[config.mk]
export PLATFORM = sky130hd
export DESIGN_NAME = diag_frame_reassembler
export DESIGN_NICKNAME = d
export VERILOG_FILES = /design/src/rtl/core/dfr_pkg.sv /design/src/rtl/core/diag_frame_reassembler.sv
export VERILOG_INCLUDE_DIRS = /design/src /design/src/rtl/core
export SDC_FILE = /design/constraint.sdc
export NUM_CORES = 1
export LEC_CHECK = 0
export ABC_AREA = 1
export ABC_CLOCK_PERIOD_IN_PS = 14500
export BUFFER_PORTS_ARGS = -buffer_cell sky130_fd_sc_hd__buf_2
export CAP_MARGIN = 5
export CORE_ASPECT_RATIO = 0.5
export CORE_UTILIZATION = 41
export CTS_BUF_LIST = sky130_fd_sc_hd__clkbuf_4 sky130_fd_sc_hd__clkbuf_8
export DETAILED_ROUTE_END_ITERATION = 12
export PLACE_DENSITY = 0.71
export SETUP_SLACK_MARGIN = 0.5
export SKIP_LAST_GASP = 1
export SYNTH_ARGS = -nofsm -noshare
export SYNTH_HDL_FRONTEND = slang
export SYNTH_SLANG_ARGS = --single-unit
[constraint.sdc]
create_clock -name clk_i -period 14.5 [get_ports clk_i]
set_input_delay 2.9 -clock clk_i [delete_from_list [all_inputs] [get_ports clk_i]]
set_output_delay 2.9 -clock clk_i [all_outputs]
set_load 0.05 [all_outputs]
[src/rtl/core/diag_frame_reassembler_defines.svh]
// ----------------------------------------------------------------------------
// Diagnostic frame reassembler assertion macros
// Shared concurrent assertion wrappers, clocked on clk_i and held off in reset.
// ----------------------------------------------------------------------------
`ifndef DIAG_FRAME_REASSEMBLER_DEFINES_SVH
`define DIAG_FRAME_REASSEMBLER_DEFINES_SVH

// Checks that a condition holds in the same cycle as its antecedent.
`define DFR_ASSERT_SAME(name, ante, cons, msg) \
  name: assert property (@(posedge clk_i) disable iff (!rst_ni) (ante) |-> (cons)) \
    else $error(msg);

// Checks that a condition holds in the cycle after its antecedent.
`define DFR_ASSERT_NEXT(name, ante, cons, msg) \
  name: assert property (@(posedge clk_i) disable iff (!rst_ni) (ante) |=> (cons)) \
    else $error(msg);

`endif

[src/rtl/core/dfr_pkg.sv]
// ----------------------------------------------------------------------------
// Diagnostic frame reassembler package
// Sizes, register indexes and result status codes.
// ----------------------------------------------------------------------------
package dfr_pkg;

  localparam int HEADER_DW    = 4;
  localparam int MAX_FRAME_DW = 16384;

  localparam int FrameSizeW = 15;
  localparam int MaxPacketW = 11;
  localparam int CfgDataW   = 15;
  localparam int TagW       = 16;
  localparam int WordW      = 32;
  localparam int IdxW       = 14;
  localparam int FwW        = $clog2(MAX_FRAME_DW + 1);
  localparam int HdrIdxW    = (HEADER_DW > 1) ? $clog2(HEADER_DW) : 1;

  typedef enum logic [0:0] {
    CFG_FRAME_SIZE = 1'b0,
    CFG_MAX_PACKET = 1'b1
  } cfg_index_e;

  typedef enum logic [2:0] {
    ST_ACCEPTED  = 3'd0,
    ST_DISCARDED = 3'd1,
    ST_GOOD      = 3'd2,
    ST_BAD       = 3'd3,
    ST_DISABLED  = 3'd4
  } status_e;

endpackage

[src/rtl/core/diag_frame_reassembler.sv]
// ----------------------------------------------------------------------------
// Diagnostic frame reassembler
// Checks packet ids, forwards frame words with their index and flags each
// finished frame good or bad by comparing its header and footer words.
// ----------------------------------------------------------------------------
//  channel  | handshake                 | content
//  ---------+---------------------------+------------------------------------
//  input    | in_valid_i / in_ready_o   | frame tag, packet tag, word, end
//  output   | out_valid_o / out_ready_i | status, index, word, frame id, end
//  config   | cfg_we_i                  | cfg_index_i, cfg_wdata_i
//
// One beat is taken per cycle unless the output stalls, and its result is
// registered. The combinational id check and word count update set the rate.
// Reset clears all control state; the header store needs no clearing pass.
// A stalled output beat holds the input only while the output register is full.
// ----------------------------------------------------------------------------
`include "diag_frame_reassembler_defines.svh"

module diag_frame_reassembler (
  input  logic                        clk_i,
  input  logic                        rst_ni,
  input  logic                        cfg_we_i,
  input  logic                        cfg_index_i,
  input  logic [dfr_pkg::CfgDataW-1:0] cfg_wdata_i,
  input  logic                        in_valid_i,
  output logic                        in_ready_o,
  input  logic [dfr_pkg::TagW-1:0]    frame_tag_i,
  input  logic [dfr_pkg::TagW-1:0]    packet_tag_i,
  input  logic [dfr_pkg::WordW-1:0]   payload_word_i,
  input  logic                        packet_end_i,
  output logic                        out_valid_o,
  input  logic                        out_ready_i,
  output logic [2:0]                  status_o,
  output logic [dfr_pkg::IdxW-1:0]    word_index_o,
  output logic [dfr_pkg::WordW-1:0]   word_out_o,
  output logic [dfr_pkg::TagW-1:0]    frame_number_o,
  output logic                        frame_end_o
);
  import dfr_pkg::*;

  localparam logic [FwW-1:0] MaxFrame  = FwW'(MAX_FRAME_DW);
  localparam logic [FwW-1:0] HeaderLen = FwW'(HEADER_DW);

  logic [FrameSizeW-1:0] frame_size_q;
  logic [MaxPacketW-1:0] max_packet_q;
  logic                  attached_q, attached_d;
  logic [TagW-1:0]       cur_frame_q, cur_frame_d;
  logic [TagW-1:0]       next_packet_q, next_packet_d;
  logic [FwW-1:0]        frame_words_q, frame_words_d;
  logic [MaxPacketW-1:0] packet_words_q, packet_words_d;
  logic                  at_start_q, at_start_d;
  logic                  dropping_q, dropping_d;
  logic                  mismatch_q, mismatch_d;
  logic [WordW-1:0]      header_q [HEADER_DW];

  logic                  out_valid_q;
  status_e               status_q, status_d;
  logic [IdxW-1:0]       index_q, index_d;
  logic [WordW-1:0]      word_q, word_d;
  logic [TagW-1:0]       fnum_q, fnum_d;
  logic                  fend_q, fend_d;

  logic                  in_acc;
  logic [FwW-1:0]        eff_size;
  logic [MaxPacketW-1:0] max_pkt;
  logic [FwW-1:0]        footer_start;
  logic                  take;
  logic                  last_word;
  logic                  hdr_write;

  assign in_ready_o   = !out_valid_q || out_ready_i;
  assign in_acc       = in_valid_i && in_ready_o;
  assign eff_size     = (FwW'(frame_size_q) > MaxFrame) ? MaxFrame : FwW'(frame_size_q);
  assign max_pkt      = (max_packet_q == '0) ? MaxPacketW'(1) : max_packet_q;
  assign footer_start = (eff_size >= HeaderLen) ? eff_size - HeaderLen : '0;

  always_comb begin
    logic [FwW-1:0]     w;
    logic [FwW-1:0]     k;
    logic [WordW-1:0]   hdr_word;
    attached_d     = attached_q;
    cur_frame_d    = cur_frame_q;
    next_packet_d  = next_packet_q;
    frame_words_d  = frame_words_q;
    packet_words_d = packet_words_q;
    at_start_d     = at_start_q;
    dropping_d     = dropping_q;
    mismatch_d     = mismatch_q;
    status_d       = ST_DISCARDED;
    index_d        = '0;
    word_d         = '0;
    fnum_d         = '0;
    fend_d         = 1'b0;
    take           = 1'b0;
    last_word      = 1'b0;
    hdr_write      = 1'b0;
    w              = '0;
    k              = '0;
    hdr_word       = '0;

    if (eff_size == '0) begin
      attached_d     = 1'b0;
      at_start_d     = 1'b1;
      dropping_d     = 1'b0;
      packet_words_d = '0;
      status_d       = ST_DISABLED;
    end else begin
      if (at_start_q) begin
        packet_words_d = '0;
        dropping_d     = 1'b0;
        if (attached_q && frame_tag_i == cur_frame_q && packet_tag_i == next_packet_q) begin
          attached_d = 1'b1;
        end else if (packet_tag_i == '0) begin
          attached_d    = 1'b1;
          cur_frame_d   = frame_tag_i;
          next_packet_d = '0;
          frame_words_d = '0;
          mismatch_d    = 1'b0;
        end else begin
          attached_d = 1'b0;
          dropping_d = 1'b1;
        end
      end

      take = attached_d && !dropping_d && (packet_words_d < max_pkt)
             && (frame_words_d < eff_size);
      if (take) begin
        w         = frame_words_d;
        hdr_write = (w < HeaderLen);
        if (w >= footer_start) begin
          k        = w - footer_start;
          hdr_word = (k == w) ? payload_word_i : header_q[k[HdrIdxW-1:0]];
          if (k < HeaderLen && hdr_word != payload_word_i) begin
            mismatch_d = 1'b1;
          end
        end
        frame_words_d  = w + FwW'(1);
        packet_words_d = packet_words_d + MaxPacketW'(1);
        status_d       = ST_ACCEPTED;
        index_d        = w[IdxW-1:0];
        word_d         = payload_word_i;
        fnum_d         = cur_frame_d;
        if (frame_words_d == eff_size) begin
          last_word  = 1'b1;
          status_d   = mismatch_d ? ST_BAD : ST_GOOD;
          fend_d     = 1'b1;
          attached_d = 1'b0;
          if (!packet_end_i) begin
            dropping_d = 1'b1;
          end
        end
      end

      if (packet_end_i) begin
        if (attached_d && !dropping_d) begin
          next_packet_d = next_packet_d + TagW'(1);
        end
        at_start_d = 1'b1;
        dropping_d = 1'b0;
      end else begin
        at_start_d = 1'b0;
      end
    end
  end

  always_ff @(posedge clk_i or negedge rst_ni) begin
    if (!rst_ni) begin
      frame_size_q   <= '0;
      max_packet_q   <= MaxPacketW'(256);
      attached_q     <= 1'b0;
      cur_frame_q    <= '0;
      next_packet_q  <= '0;
      frame_words_q  <= '0;
      packet_words_q <= '0;
      at_start_q     <= 1'b1;
      dropping_q     <= 1'b0;
      mismatch_q     <= 1'b0;
      out_valid_q    <= 1'b0;
    end else begin
      if (cfg_we_i) begin
        unique case (cfg_index_e'(cfg_index_i))
          CFG_FRAME_SIZE: begin
            frame_size_q   <= cfg_wdata_i[FrameSizeW-1:0];
            attached_q     <= 1'b0;
            at_start_q     <= 1'b1;
            dropping_q     <= 1'b0;
            packet_words_q <= '0;
          end
          CFG_MAX_PACKET: begin
            max_packet_q <= cfg_wdata_i[MaxPacketW-1:0];
          end
          default: begin
            max_packet_q <= max_packet_q;
          end
        endcase
      end else if (in_acc) begin
        attached_q     <= attached_d;
        cur_frame_q    <= cur_frame_d;
        next_packet_q  <= next_packet_d;
        frame_words_q  <= frame_words_d;
        packet_words_q <= packet_words_d;
        at_start_q     <= at_start_d;
        dropping_q     <= dropping_d;
        mismatch_q     <= mismatch_d;
      end
      if (in_acc) begin
        out_valid_q <= 1'b1;
      end else if (out_ready_i) begin
        out_valid_q <= 1'b0;
      end
    end
  end

  always_ff @(posedge clk_i) begin
    if (in_acc) begin
      status_q <= status_d;
      index_q  <= index_d;
      word_q   <= word_d;
      fnum_q   <= fnum_d;
      fend_q   <= fend_d;
      if (hdr_write) begin
        header_q[index_d[HdrIdxW-1:0]] <= payload_word_i;
      end
    end
  end

  assign out_valid_o    = out_valid_q;
  assign status_o       = status_q;
  assign word_index_o   = index_q;
  assign word_out_o     = word_q;
  assign frame_number_o = fnum_q;
  assign frame_end_o    = fend_q;

  `DFR_ASSERT_SAME(a_attached_in_range, attached_q, frame_words_q < eff_size, "Attached frame has run past its length.")
  `DFR_ASSERT_NEXT(a_disabled_status, in_acc && !cfg_we_i && eff_size == '0, out_valid_q && status_q == ST_DISABLED, "Disabled block did not answer disabled.")
  `DFR_ASSERT_NEXT(a_detach_on_end, in_acc && !cfg_we_i && last_word, !attached_q && frame_words_q == eff_size, "Frame stayed attached after its final word.")
  `DFR_ASSERT_SAME(a_end_status, out_valid_q && frame_end_o, status_q == ST_GOOD || status_q == ST_BAD, "Frame end without a frame verdict.")

endmodule

## Yosys cells after proc, flatten, opt, wreduce, memory -nomap -nowiden

Memories as Yosys holds them, arrays and structs flattened.
Index checks and enable logic that the tools add are counted.

| word-level totals | value |
|---|---|
| bits in writable memories | 128 |
| register bits | 155 |
| input bits | 86 |
| output and inout port bits | 68 |
| memories | 1 |
| logic and storage cells | 139 |

| operators by class | value |
|---|---|
| multiplexer cells | 74 |
| bitwise operators | 5 |
| add/subtract/negate cells | 5 |
| equal/unequal tests | 6 |
| reduce and logical (&&, ||, !) cells | 23 |
| order comparisons | 7 |

Memory list:

| memory | words | width | rd ports | clocked after memory_dff | wr ports | line | text |
|---|---|---|---|---|---|---|---|
| header_q | 4 | 32 | 1 | 0 | 1 | diag_frame_reassembler.sv:54 | `logic [WordW-1:0] header_q [HEADER_DW];` |

Operator list:

| cell | number |
|---|---|
| $mux W16 | 9 |
| $mux W15 | 7 |
| $mux W11 | 8 |
| $mux W1 | 47 |
| $eq A16 B16 Y1 | 2 |
| $mux W32 | 1 |
| $ne A32 B32 Y1 | 1 |
| $eq A15 B15 Y1 | 2 |
| $lt A15 B3 Y1 const B | 2 |
| $add A16 B1 Y16 const B | 1 |
| $logic_not A16 Y1 | 1 |
| $add A15 B1 Y15 const B | 1 |
| $ge A15 B15 Y1 | 1 |
| $ge A15 B3 Y1 const B | 1 |
| $gt A15 B15 Y1 const B | 1 |
| $logic_not A15 Y1 | 1 |
| $lt A15 B15 Y1 | 1 |
| $sub A15 B15 Y15 | 1 |
| $sub A15 B3 Y15 const B | 1 |
| $add A11 B1 Y11 const B | 1 |
| $logic_not A11 Y1 | 1 |
| $lt A11 B11 Y1 | 1 |
| $logic_and A1 B1 Y1 | 8 |
| $reduce_and A2 Y1 | 3 |
| 9 further kinds | 17 |

## Depth between registers and ports, before layout

| depth | value |
|---|---|
| depth after elaboration | 18 |
| mapped depth | 36 |
| mapped depth without buffers | 33 |

## Least setup slack after synthesis

No wires, ideal clock.

| timing | value |
|---|---|
| path kind | input to register |
| start point | input packet_tag_i[1] (netlist name) |
| end point | memory header_q[1][0], enable pin |
| path buffers | 4 |
| stages | 24 |
| arrival time | 8.140 ns |
| setup slack | 5.899 ns |
| cells stage by stage | inv_1 -> nand2_1 -> nor4_1 -> nand2_1 -> nor2_1 -> nand2_2 -> buf_6 -> buf_6 -> nand2_1 -> inv_1 -> ha_1 -> nand2_1 -> nor2_1 -> a211oi_1 -> o221a_2 -> o21ai_0 -> a21oi_1 -> nand2_1 -> inv_1 -> clkbuf_1 -> buf_2 -> ha_1 -> inv_1 -> nor3_1 |

| between the ends | value |
|---|---|
| cells in the longest elaborated chain, start to end | 14 |
| elaborated cells between the ends (all ways) | 28 |
| those cells by class | order compare (2); eq/ne (1); mux (19); reduce/logical (6) |

Ends and longest elaborated chain:

| what | line | text |
|---|---|---|
| start: declaration | diag_frame_reassembler.sv:28 | `input logic [dfr_pkg::TagW-1:0] packet_tag_i,` |
| branches (longest 14 deep; another with $lt A15 B15 Y1) | -- |  |
| end: declaration | diag_frame_reassembler.sv:54 |  |

Parallel ways; which one is timed is not known. The select of a mux whose other input is x is not followed.

## Worst setup path in the final report

| timing | value |
|---|---|
| start point | input frame_tag_i[10] (netlist name) |
| end point | register status_q[0], in the netlist status_o[0] (data pin) |

| between the ends | value |
|---|---|
| cells in the longest elaborated chain, start to end | 18 |
| elaborated cells between the ends (all ways) | 36 |
| those cells by class | add/sub (2); order compare (3); eq/ne (4); mux (19); reduce/logical (7); memory (1) |

Ends and longest elaborated chain:

| what | line | text |
|---|---|---|
| start: declaration | diag_frame_reassembler.sv:27 | `input logic [dfr_pkg::TagW-1:0] frame_tag_i,` |
| $eq A16 B16 Y1 * | diag_frame_reassembler.sv:111 | `if (attached_q && frame_tag_i == cur_frame_q && packet_tag_i == next_packet_q) begin` |
| $logic_and A1 B1 Y1 * (2 in series) | diag_frame_reassembler.sv:111 |  |
| $mux W15 | diag_frame_reassembler.sv:111 |  |
| $mux W15 | diag_frame_reassembler.sv:108 | `if (at_start_q) begin` |
| $mux W15 | diag_frame_reassembler.sv:101 | `if (eff_size == '0) begin` |
| $sub A15 B15 Y15 | diag_frame_reassembler.sv:131 | `k = w - footer_start;` |
| $mem_v2 Z4 W32 or $eq A15 B15 Y1 (tied branches) | -- |  |
| $mux W32 | diag_frame_reassembler.sv:132 | `hdr_word = (k == w) ? payload_word_i : header_q[k[HdrIdxW-1:0]];` |
| $ne A32 B32 Y1 | diag_frame_reassembler.sv:133 | `if (k < HeaderLen && hdr_word != payload_word_i) begin` |
| $logic_and A1 B1 Y1 | diag_frame_reassembler.sv:133 |  |
| $mux W1 | diag_frame_reassembler.sv:133 |  |
| $mux W1 | diag_frame_reassembler.sv:130 | `if (w >= footer_start) begin` |
| $mux W1 | diag_frame_reassembler.sv:127 | `if (take) begin` |
| $mux W1 | diag_frame_reassembler.sv:101 |  |
| $mux W1 | diag_frame_reassembler.sv:145 | `status_d = mismatch_d ? ST_BAD : ST_GOOD;` |
| $mux W1 | diag_frame_reassembler.sv:143 | `if (frame_words_d == eff_size) begin` |
| $mux W1 * | diag_frame_reassembler.sv:127 |  |
| end signal: assignment | diag_frame_reassembler.sv:216 | `status_q <= status_d;` |
| end: declaration | diag_frame_reassembler.sv:57 | `status_e status_q, status_d;` |

Every way passes the cells marked *; elsewhere a longest branch is shown, timed or not. The select of a mux whose other input is x is not followed.
A chain may end at the register's enable or synchronous reset.

==> flow_metrics.tcl <==
set metrics [dict create \
    cellInternalPower_mw 1.64 \
    switching_share_pct 38.7 \
    max_clock_freq_mhz 124 \
    fillers 3428 \
    wp_data_arrival_ps 8350 \
    sequentialPowerShare_pct 35.7 \
    pre_cts_slack_ps 5940 \
    cts_hold_buf 0 \
    most_common_cell_after_layout_fill_and_taps_aside "nand2_1" \
    clock_tree.htree_level_count 2 \
    worst_hold_path.num_cells 2 \
    timing.final.ws_setup_ps 6460 \
    dp_hpwl_um 25900 \
    run_status "finished, violations left" \
    grt_max_degree 69 \
    layout-area-overhead-vs-synth_pct 14.3 \
    mostFrequentLayoutCells "378 x nand2_1, 196 x inv_1, 194 x edfxtp_1" \
    post_cts_resize_count 0 \
    setup.worst_path.end_class "register" \
    post_synthesis_cell_count 1691 \
    final_net_count 1983 \
    min_period_over_period_pct 55.5 \
    globalRouteOverflowTotal 0 \
    cp-start-kind "input port" \
    floorplan.initialDensity_pct 42.0 \
    worst_path_max_delay_cell "nand2_2" \
    floorplan.rows 49 \
    worstReg2RegStart "frame_size_q[6]" \
    floorplan.die.height_um 138 \
    setup_viol 0 \
    synth_cell_types 64 \
    drv_cap 0 \
    port-buffer-count 153 \
    placeableCoreArea_um2 36200 \
    number_of_buffers_inserted_by_post_cts_setup_repair 0 \
    reg2reg_to "status_o[0]" \
    routed_wire_length_per_instance_um 16.0 \
    synth.cell_area_um2 15200 \
    ff2ff_path_depth 34 \
    timing_worst_setup_path_type "in2reg" \
    synth_seq_cells 283 \
    post_route_setup_tns_ps 0 \
    antenna_violations_before_repair 0 \
    detail-route-antenna-nets 0 \
    min_period_ps 8040 \
    drt_iter0_drc 1084 \
    vdd.ir_drop.worst_uv 68.8 \
    globalplace.congestion 0.947 \
    multiInputGateArea_um2 6120 \
    clk-insertion-delay-late_ps 590 \
    violations "DRC" \
    grt_pass1_wl_um 61800 \
    critPathRequiredTime_ps 14810 \
    synth_async_sr_flop_share_pct 31.4 \
    synth_top_family_by_area "simple AND/OR/NAND/NOR gates" \
    cts_tree "done" \
    power.net_switching_mw 1.04 \
    vias 12178 \
    synthAdderAreaFrac_pct 4.00 \
    cts_inserted_buffers 45 \
    cp_slowest_stage_delay_ps 480 \
    drt-total-wl_um 38000 \
    power-per-cell-area_nw_per_um2 154 \
    cts_buffer_depth 3 \
    worst_setup_path_startpoint "frame_tag_i[10]" \
    complex_gate_fraction_of_the_synthesized_area_pct 10.3 \
    io_pins 154 \
    yosys.area_share.simple_pct 21.2 \
    synth-seq-area-share_pct 52.9 \
    grt_setup_unrepaired "no" \
    post_synthesis_mean_instance_area_um2 9.00 \
    power.combinational.fraction_pct 37.7 \
    number_of_diodes 0 \
    route.detailed.vias_per_inst 5.14 \
    final_hold_fails 0 \
    drt_pre_antenna_iters 9 \
    dieArea_um2 37900 \
    synth_warnings 0 \
    drc_errors 3 \
    timing.hold.worst_endpoint "packet_words_q[10]" \
    clkTransAtPathRegs_ps 60 \
    power_leakage_nw 7.64 \
    postSynth.topFlopCell "edfxtp_1" \
    tightestPinTransition_ps 1080 \
    gr-usage-all-layers_pct 20.2 \
    reg2reg_slack_ps 8020 \
    count_of_flip_flops_with_a_built_in_enable_after_synthesis 194 \
    worstPathMaxFanout 33 \
    drive_gt1_share_pct 15.9 \
    synth.mux.area_fraction_pct 0.469 \
    clock_power_share_pct 26.6 \
    synth_fp_nets 1825 \
    post_synth_xor_xnor_area_pct 4.18 \
    die_w_um 274 \
    final.setup_skew_ps 27.6 \
    clockRootBuffer "clkbuf_8" \
    slew-limit-headroom_pct 27.6 \
    startpoint_of_the_worst_hold_path "packet_words_q[10]" \
    first_global_vias 11769 \
    slew_violations 0 \
    clock_sinks 283 \
    type_of_the_worst_min_delay_path "reg2reg" \
    register_cell_area_after_layout_um2 8060 \
]
state kept, by name, indices dropped and copies added, names as in the netlist:
register and count:
word_out_o 32, next_packet_q 16, frame_end_o 1, mismatch_q 1, frame_size_q 15, header_q 128, out_valid_o 1, attached_q 1
status_o 3, word_index_o 14, cur_frame_q 16, frame_number_o 16, frame_words_q 15, at_start_q 1, dropping_q 1, packet_words_q 11
max_packet_q 11
cells by family after synthesis:
group / after synthesis
AOI/OAI and AO/OA: 267
and+or+nand+nor: 745
adders and majority gates: 48
DFF: 283
muxes: 7
xor gates and xnor gates: 68
buffers and inverters: 273
final cells by class:
class | count | area share, %
timing repair buffer | 167 | 5.02
multi-input combinational | 1135 | 35.2
tap | 484 | 3.48
inverter | 217 | 4.68
clock inverter | 21 | 0.928
clock buffer | 62 | 4.40
sequential | 283 | 46.3
critical path, delay by kind of cell:
family / cells / cell delay (ps)
AND/OR/NAND/NOR: 19 / 2380
buffers and inverters: 5 / 1650
adder cells (fa/ha/maj): 2 / 670
AO/OA/AOI/OAI: 3 / 370
XOR/XNOR: 2 / 340
through the flow:
step	area, um2	power, mW	utilization [%]	hold slack [ps]	std cells
5_1_grt	17400	2.84	48.0	521	2369
3_3_place_gp	16500	1.95	45.4	470	2286
4_1_cts	17400	2.68	48.0	494	2369
3_5_place_dp	16500	1.97	45.4	481	2286
6_report	17400	2.67	48.0	495	2369
2_1_floorplan	15200	1.71	-	452	1691
cell usage after synthesis (6+ instances only):
library cell	n	area share [%]
nor2_2	9	0.37
nand3_2	8	0.53
clkbuf_1	47	1.2
a21oi_1	84	2.8
nand2_1	378	9.3
dfrtp_1	87	14
ha_1	47	3.9
o22ai_1	12	0.49
inv_1	198	4.9
nor3_1	22	0.72
o21ai_0	105	3.5
mux2i_1	6	0.39
xor2_1	50	2.9
inv_2	14	0.35
edfxtp_1	194	38
o22a_1	6	0.35
nor2_1	188	4.6
a22oi_1	9	0.44
a32oi_1	10	0.58
nand3_1	81	2.7
nor4_1	11	0.45
xnor2_1	15	0.86
nand4_1	24	0.99
worst max path at each step:
| stage | to | slack [ps] | depth (start not counted) |
|---|---|---|---|
| 4_1_cts | status_o[0] | 6550 | 31 |
| 2_1_floorplan | header_q[1][0] | 5900 | 24 |
| 5_1_grt | status_o[0] | 5950 | 32 |
| 3_3_place_gp | status_o[0] | 6070 | 31 |
| 3_5_place_dp | status_o[0] | 5940 | 31 |
| 6_report | status_o[0] | 6460 | 31 |
power by group through the flow:
stage	sequential, mW	combinational (mW)	clock [mW]
3_5_place_dp	0.969	0.997	0
5_1_grt	0.959	1.12	0.761
2_1_floorplan	1.00	0.707	0
4_1_cts	0.954	1.00	0.724
3_3_place_gp	0.969	0.980	0
6_report	0.954	1.01	0.711
routing by layer:
metal | vias up | routed length, um | track usage [%]
met5 | - | 0 | 0
met4 | 0 | 751 | 5.26
met3 | 62 | 2010 | 3.35
met2 | 330 | 18500 | 34.3
met1 | 5786 | 16700 | 26.9
li1 | 6000 | - | -
Power figures use the tool's default switching activity.
